$ cat src/rtl/mma_ram.sv
// Generic single-write, single-read RAM with registered read data.
module mma_ram #(
  parameter int WIDTH = 8,
  parameter int DEPTH = 16
) (
  input  logic                     clk_i,
  input  logic                     we_i,
  input  logic [$clog2(DEPTH)-1:0] waddr_i,
  input  logic [WIDTH-1:0]         wdata_i,
  input  logic                     re_i,
  input  logic [$clog2(DEPTH)-1:0] raddr_i,
  output logic [WIDTH-1:0]         rdata_o
);

  logic [WIDTH-1:0] mem [DEPTH];
  logic [WIDTH-1:0] rdata_q;

  always_ff @(posedge clk_i) begin
    if (we_i) begin
      mem[waddr_i] <= wdata_i;
    end
    if (re_i) begin
      rdata_q <= mem[raddr_i];
    end
  end

  assign rdata_o = rdata_q;

endmodule

$ cat config.mk
export PLATFORM = sky130hd
export DESIGN_NAME = mma_ram
export DESIGN_NICKNAME = d
export VERILOG_FILES = /design/src/rtl/mma_ram.sv
export SDC_FILE = /design/constraint.sdc
export NUM_CORES = 1
export LEC_CHECK = 0
export BUFFER_PORTS_ARGS = -buffer_cell sky130_fd_sc_hd__buf_2
export CAP_MARGIN = 20
export CORE_MARGIN = 5
export CORE_UTILIZATION = 48
export DETAILED_ROUTE_END_ITERATION = 10
export SYNTH_ARGS = -nofsm -noshare
export SYNTH_HDL_FRONTEND = slang
export SYNTH_SLANG_ARGS = --single-unit
export TNS_END_PERCENT = 10
$ cat constraint.sdc
create_clock -name clk_i -period 6.15 [get_ports clk_i]
set_clock_uncertainty 0.05 [all_clocks]
set_input_delay 1.845 -clock clk_i [delete_from_list [all_inputs] [get_ports clk_i]]
set_output_delay 1.845 -clock clk_i [all_outputs]
set_load 0.03 [all_outputs]
==> results.yml <==
status:
  status: "completed"
clocking:
  cts_tree: "built"
  cts_buffer_depth: 2
  ctsResizeCount: 0
  clkSinkCount: 136
  postCtsSetupBuffers: 0
  clk_latency_ns: 0.52
  clk_pin_slew_worst_paths_ns: 0.06
  postCtsHoldBufs: 0
  cts_made_buffers: 17
  cts-root-buf: "clkbuf_8"
  h-tree-depth: 4
detailed_routing:
  firstDrtPassIters: 4
  routed-wl-met2_um: 4890
  drc: 0
  wire_per_inst_um: 23.6
  drt_wl_total_um: 9880
  vias_per_cell: 5.72
  drt-met1-wl_um: 4180
  drt_first_iter_violations: 151
  top_layer_used: "met4"
  via_count: 2393
  ant_nets: 0
  wl_met3_um: 698
synth:
  synth_area_sq_um: 5230
  synth-compound-area-share_pct: 2.30
  syn_inst: 229
  ys_seq_elements: 136
  yosys.cell_count.top_type: "edfxtp_1"
  yosysWarnings: 0
  ys_seq_area_share_pct: 78.1
  synth_top_area_share_pct: 78.1
  synth_xor_area_share_pct: 0
  synth_flop_cell: "edfxtp_1"
  avgSynthCellArea_sq_um: 22.8
  synth_mux_area_share_pct: 14.8
  synth_top_family_by_area: "multiplexers"
  synthArstFlopShare_pct: 0
  synth_fa_ha_area_share_pct: 0
  synth-edff-count: 136
  synth_commonest_cells: "edfxtp_1, mux4_2, a22oi_1, mux4_1, nor2_1"
  yosysUniqueCellTypes: 18
  synth_top_cell_by_area: "edfxtp_1"
  synth_nets: 248
  synthSimpleGateAreaFrac_pct: 3.14
  ys_top_cells_by_area: "edfxtp_1, mux4_2, mux4_1"
timing:
  worst_slack_ns: 2.66
  setup_violations: 0
  finalMaxSlewViolations: 0
  period_needed_ns: 3.49
  rsz0062_at_grt: "no"
  slew_headroom_pct: 26.5
  tightest_slew_ns: 1.10
  tns_ns: 0
  timing.fmax_ghz: 0.286
  hold_ws_ns: 0.691
  finalHoldViolCount: 0
  fin_crit_sh_pct: 56.8
setup_path:
  worstPathMaxFanout: 23
  critPathCaptureType: "flop"
  worstSetupStartpointType: "input port"
  cp.required_ns: 6.37
  crit_type: "input port to flop"
  rr_startpoint: "mem[1][3]"
  startpoint: "raddr_i[0]"
  arrival_ns: 3.71
hold_path:
  hold_start: "mem[12][2]"
  hold_path.class: "flop to flop"
place:
  dpl.hpwl_um: 6030
  globalplace.congestion: 0.701
  place.port_buffers: 26
  post-place-ws_ns: 2.10
final_layout:
  antenna_cells: 0
  nFillCells: 826
  area_growth_pct: 16.3
  fin_nets: 286
  drive_gt1_share_pct: 27.0
grt:
  grt_max_degree: 33
  grt_pass1_vias: 2547
  track_usage_pct: 17.0
  antenna_found_initial: 0
  gr-total-overflow: 0
  grt_pass1_wl_um: 15300
floorplanning:
  die_h_um: 114
  die_w_um: 114
  die_area_sq_um: 13100
  fp-row-count: 38
  ioPinCount: 27
  core_area_sq_um: 10700
  initial_core_util_pct: 48.6
power_and_ir_drop:
  max-vdd-ir-drop_mv: 0.197
  powerDensity_nw_per_um2: 359
  p_leak_uw: 0.00202
job:
  maxCapViolCount: 0
## power breakdown
part / total [uW] / switching, uW / internal [uW]
sequential: 1050 / 4.58 / 1040
combinational: 98.8 / 62.0 / 36.7
clock: 1030 / 345 / 686
## per-stage QoR
step,utilization (%),cells,total power (uW),cell area [sq um]
after global routing,56.6,418,2260,6080
final,56.6,418,2180,6080
after global placement,51.0,388,1170,5480
after floorplan,-,229,1130,5230
after CTS,56.6,418,2200,6080
after detailed placement,51.0,388,1170,5480
## final timing paths
kind,to,slack (ns),cells past startpoint
worst min register to register,rdata_o[2],0.69,3
worst max register to register,rdata_o[3],4.57,3
worst max-delay path,rdata_o[1],2.66,5
worst min-delay path,rdata_o[2],0.69,3
## layout by cell type, fill, tap and decap left out, drive strengths merged
cell,n
a22oi,16
and2,1
and2b,1
buf,29
bufinv,5
clkbuf,18
clkinv,6
clkinvlp,1
edfxtp,136
mux4,32
nand2,9
nand2b,2
nand3,1
nand3b,2
nor2,13
nor2b,1
nor3,4
or3b,1
## metal layers
metal | vias up | GRT usage [%]
met4 | 0 | 5.70
met1 | 1249 | 21.8
met3 | 9 | 6.55
met5 | - | 0
li1 | 1062 | -
met2 | 73 | 27.0
## area by class of cell
class	instances	area, sq um	area share (%)
clock buffers	18	418	6.87
well taps	140	175	2.88
repair buffers	29	153	2.51
clock inverters	12	183	3.00
multi-input cells	83	1070	17.6
flip-flops and latches	136	4080	67.2
## cell families (layout without fill, tap and decap cells)
kind of cell,after synthesis,count (layout)
AOI/OAI and AO/OA,16,16
buffers and inverters,10,59
DFF,136,136
muxes,32,32
and+or+nand+nor,35,35
## registers in the layout, indices dropped and copies added, names as in the netlist
register	count
mem	128
rdata_o	8
## worst max-delay path: stages
cell	delay, ns
buf_2	0.62
buf_4	0.35
mux4_1	0.57
a22oi_1	0.24
nand2_1	0.07
(Power assumes the default switching activity.)
