## src/rtl/mma_pkg.sv

```systemverilog
// Shared constants, types and the channel remap table for the moving-average bank.
package mma_pkg;

  localparam int WINDOW      = 10;
  localparam int CHANNELS    = 8;
  localparam int MAX_MUX     = 4;
  localparam int SAMPLE_BITS = 10;

  localparam int MUX_W     = 2;
  localparam int CHAN_W    = 3;
  localparam int NUM_MUX_W = 3;
  localparam int AVG_W     = 10;
  localparam int SEL_W     = 3;

  localparam int LANES   = MAX_MUX * CHANNELS;
  localparam int LANE_W  = MUX_W + CHAN_W;
  localparam int SLOT_W  = $clog2(WINDOW);
  localparam int HIST_AW = LANE_W + SLOT_W;
  localparam int HIST_DEPTH = LANES << SLOT_W;

  localparam int SUM_MAX = WINDOW * ((1 << SAMPLE_BITS) - 1);
  localparam int SUM_W   = $clog2(SUM_MAX + 1);

  // Division by WINDOW as a multiply by a rounded-up reciprocal
  localparam int SHIFT   = SUM_W + $clog2(WINDOW);
  localparam int RECIP_W = SHIFT - $clog2(WINDOW) + 1;
  localparam int PROD_W  = SUM_W + RECIP_W;
  localparam logic [RECIP_W-1:0] RECIP = RECIP_W'(((1 << SHIFT) + WINDOW - 1) / WINDOW);

  typedef struct packed {
    logic               busy;
    logic [HIST_AW-1:0] addr;
  } clr_t;

  function automatic logic [SEL_W-1:0] remap(input logic [CHAN_W-1:0] chan);
    logic [SEL_W-1:0] code;
    case (chan)
      3'd0:    code = 3'd4;
      3'd1:    code = 3'd6;
      3'd2:    code = 3'd7;
      3'd3:    code = 3'd5;
      3'd4:    code = 3'd3;
      3'd5:    code = 3'd0;
      3'd6:    code = 3'd1;
      default: code = 3'd2;
    endcase
    return code;
  endfunction

endpackage

```

## src/rtl/mma_clear.sv

```systemverilog
// Clearing sweep over the history and sum memories after reset.
module mma_clear (
  input  logic          clk_i,
  input  logic          rst_ni,
  output mma_pkg::clr_t clr_o
);
  import mma_pkg::*;

  logic               busy_q, busy_d;
  logic [HIST_AW-1:0] addr_q, addr_d;

  always_comb begin
    busy_d = busy_q;
    addr_d = addr_q;
    if (busy_q) begin
      addr_d = addr_q + HIST_AW'(1);
      if (addr_q == HIST_AW'(HIST_DEPTH - 1)) begin
        busy_d = 1'b0;
      end
    end
  end

  always_ff @(posedge clk_i or negedge rst_ni) begin
    if (!rst_ni) begin
      busy_q <= 1'b1;
      addr_q <= '0;
    end else begin
      busy_q <= busy_d;
      addr_q <= addr_d;
    end
  end

  assign clr_o.busy = busy_q;
  assign clr_o.addr = addr_q;

endmodule

```

## config.mk

```make
export PLATFORM = sky130hd
export DESIGN_NAME = mma_clear
export DESIGN_NICKNAME = d
export VERILOG_FILES = /design/src/rtl/mma_pkg.sv /design/src/rtl/mma_clear.sv
export SDC_FILE = /design/constraint.sdc
export NUM_CORES = 1
export LEC_CHECK = 0
export BUFFER_PORTS_ARGS = -buffer_cell sky130_fd_sc_hd__buf_2
export CAP_MARGIN = 30
export CORE_AREA = 2 2 39 41
export CTS_CLUSTER_DIAMETER = 80
export DETAILED_ROUTE_END_ITERATION = 8
export DIE_AREA = 0 0 41 43
export PLACE_DENSITY = 0.63
export SLEW_MARGIN = 20
export SYNTH_ARGS = -nofsm -noshare
export SYNTH_HDL_FRONTEND = slang
export SYNTH_SLANG_ARGS = --single-unit
```

## constraint.sdc

```tcl
create_clock -name clk_i -period 4.28 [get_ports clk_i]
set_input_delay 0.214 -clock clk_i [delete_from_list [all_inputs] [get_ports clk_i]]
set_output_delay 0.214 -clock clk_i [all_outputs]
set_load 0.02 [all_outputs]
```

==> reports/results.md <==
• 0.015 — portion of total power attributed to combinational logic
• 0 — count of buffers added by post-CTS timing repair for setup
• 11 — input/output buffers
• 2 — number of detailed-routing iterations run before antenna repair
• 0 — complex-gate fraction of the synthesized area
• no — setup repair after global routing missed its margin
• 60 — number of cells after detailed placement
• 260 ps — Worst-Skew Late Latency
• 43 um — Die Ht
• 1490 ps — post-layout minimum cycle time
• simple AND/OR/NAND/NOR gates — main combinational cell family by area after synthesis
• 0 ps — summed negative setup slack over all endpoints
• 0 — number of failing setup endpoints in the final timing report
• 11 — pin count of the biggest net entering global routing
• 9 x sky130_fd_sc_hd__dfrtp_1, 4 x sky130_fd_sc_hd__xnor2_1, 3 x sky130_fd_sc_hd__nand4_1, 3 x sky130_fd_sc_hd__xor2_1 — list of most frequent post-synthesis cells
• 13.0 um2 — syn avg cell area
• 0.493 — fraction of post-synthesis cell area in the top cell type by area
• 0.178 — simple-gate share of the synthesized area
• 4.51 — via density per instance
• 144 — total of fill cells in the finished design
• 1.00 — fraction of registers with async set/reset
• sky130_fd_sc_hd__clkbuf_4 — root buffer cell
• 297 — via count of the first global-routing pass
• 10 — flip-flop and latch count after synthesis
• 0.0548 — Post-Synth Adder-Cell Area
• 2790 ps — worst-case register-to-register setup slack
• 41 um — x dimension of the die
• 0.347 — post-route fraction of the period consumed by the critical path
• 5 — worst reg-to-reg path cell count
• 3 — clock buffer count from CTS
• 330 ps — worst hold slack
• 60 ps — clock input transition at the sequential cells of the worst setup and hold paths
• 0.551 — register area share after synthesis
• flip-flop — Worst Setup End Kind
• 0 — number of antenna violations at the first check in global routing
• 4 — largest driver fanout on the critical path
• 0.456 — clock share of power
• sky130_fd_sc_hd__dfrtp_1 49%, sky130_fd_sc_hd__xnor2_1 7.7%, sky130_fd_sc_hd__dfstp_2 5.8%, sky130_fd_sc_hd__xor2_1 5.8%, sky130_fd_sc_hd__ha_1 5.5% — synth top area cells
• 0 — overflow left after global routing
• 11.0 um — drt wl/cell
• 0.0493 — mux share of post-synthesis cell area
• 457 um2 — cell area after technology mapping
• 39 — Mapped Nets
• 23.3% — area added between synthesis and finish
• 0.321 nW — leakage power total
• 714 um — Post-Route WL
• 0 — Max Transition Viols Final
• 0 — number of nets with antenna violations after routing
• 0.429 — share of cells above drive strength 1
• 1380 um2 — standard cell core area
• 0.115 — total track usage
• 1 — deepest level of the CTS H-tree
• 293 — vias post-DR
• 2 — maximum buffer depth of the clock tree
• 35 — Synth Instances
• 0.0316 mW — switching power
• 14 — cell row count
• 0 — # Max-Cap Violations
• 0.823 — headroom to the max-slew limit
• in2async — type of the most critical hold path
• 0 — number of antenna repair diodes
• sky130_fd_sc_hd__dfrtp_1 — Yosys top cell by area
• addr_q[0] — RR Startpoint
• 12 — number of ports placed on the die boundary
• 10 — CTS sink cnt
• 0 — Hold Violations, Final
• 0 — Synthesis Warnings
• 0.134 — xor/xnor cell area share of the yosys netlist
• 317 nW/um2 — PD cells
• reg2reg — class of the most critical setup path
• 65 — final instance count without filler cells
• flip-flop — Critical Path Start Type
• 0 — number of enable flip-flop cells after synthesis
• 0.177 — switching power share of the total
• 1.26 mm — first-pass GRT wire length
• 0 — DRC violations left
• 0.179 mW — overall power after layout
• 0.529 — Sequential Power Share
• 265 ps — Worst-Margin Slew
• 190 um2 — area of combinational cells with multiple inputs
• 251 um2 — area occupied by registers
• 0.330 — effective utilization at floorplan
• complete, no violations — status
• 0 — number of instances resized during post-cts repair
• 3.07 ps — Layout Skew
• 54 — Final Net Count
• sky130_fd_sc_hd__dfrtp_1 — most common cell in the synthesized netlist
• 2 — Starting DRT DRC Count
• 1630 ps — Worst Path Arrival
• 672 MHz — max frequency
• sky130_fd_sc_hd__dfrtp_1 — predominant post-synthesis flop cell
• 4420 ps — Crit path required time
• addr_q[8] — RR Endpoint
• 1760 um2 — die footprint
• 0.644 — Final Wtd Congestion
• 15 — number of distinct library cell variants in the gate-level netlist after synthesis
• 0.147 mW — internal power summed over all cells
• 0.000223 V — peak supply drop
• yes — clock tree from TritonCTS
[layer usage]
layer | global-route usage | share of wire | vias to the layer above
met4 | 0.0600 | 0.015 | 0
met3 | 0.0942 | 0.10 | 2
li1 | - | - | 149
met1 | 0.118 | 0.43 | 129
met5 | 0 | 0 | -
met2 | 0.159 | 0.45 | 13
[registers in the layout, indices dropped and copies added (netlist names)]
register	flops
busy_q	1
addr_q	9
[cells in the final DEF, fill, tap and decap left out, drive strengths merged]
cell type and count:
buf 11, dfrtp 9, xnor2 4, nand4 4, clkbuf 4, xor2 3, nor2 3, nand2 2
mux2 2, ha 2, nand3 1, nor2b 1, and3 1, dfstp 1, dlygate4sd3 1
[layout make-up]
cell class / count / share of cell area
Multi-Input combinational cell: 23 / 0.338
Tap cell: 16 / 0.0356
Timing Repair Buffer: 12 / 0.116
Sequential cell: 10 / 0.447
Clock buffer: 4 / 0.0644
[metrics by stage]
stage	utilization	worst slack, ps	instance area, um2
floorplan	-	2740	457
global placement	0.373	2810	517
detailed placement	0.373	2790	517
CTS	0.407	2780	563
global route	0.407	2700	563
finish	0.407	2790	563
[kinds of logic after synthesis]
group         after synthesis
xor+xnor                    7
fa+ha+maj                   2
buf+inv                     2
flops                      10
mux                         2
simple gates               12
[critical path, stage by stage, from the launching register on]
cell and delay [ps]:
sky130_fd_sc_hd__dfrtp_1 450, sky130_fd_sc_hd__ha_1 240, sky130_fd_sc_hd__nand3_1 90, sky130_fd_sc_hd__nor2_1 110, sky130_fd_sc_hd__ha_1 230, sky130_fd_sc_hd__mux2_2 260
[worst max path at each step]
stage                    from  slack [ps]        end
floorplan           addr_q[0]        2740  addr_q[8]
global placement    addr_q[0]        2810  addr_q[8]
detailed placement  addr_q[0]        2790  addr_q[8]
CTS                 addr_q[0]        2780  addr_q[8]
global route        addr_q[0]        2700  addr_q[8]
finish              addr_q[0]        2790  addr_q[8]
[power by group through the flow]
stage | combinational (mW) | clock [mW] | sequential, mW
after floorplan | 0.000000111 | 0 | 0.0963
after global placement | 0.00222 | 0 | 0.0963
after detailed placement | 0.00218 | 0 | 0.0963
after CTS | 0.00287 | 0.0845 | 0.0945
after global routing | 0.00321 | 0.0934 | 0.0944
final | 0.00266 | 0.0814 | 0.0946
[what timing repair did]
item,4_1_cts,5_1_grt
hold buffers,1,0
endpoints found under the hold margin,9,0
setup endpoints to repair,0,0
Power figures use the tool's default switching activity.
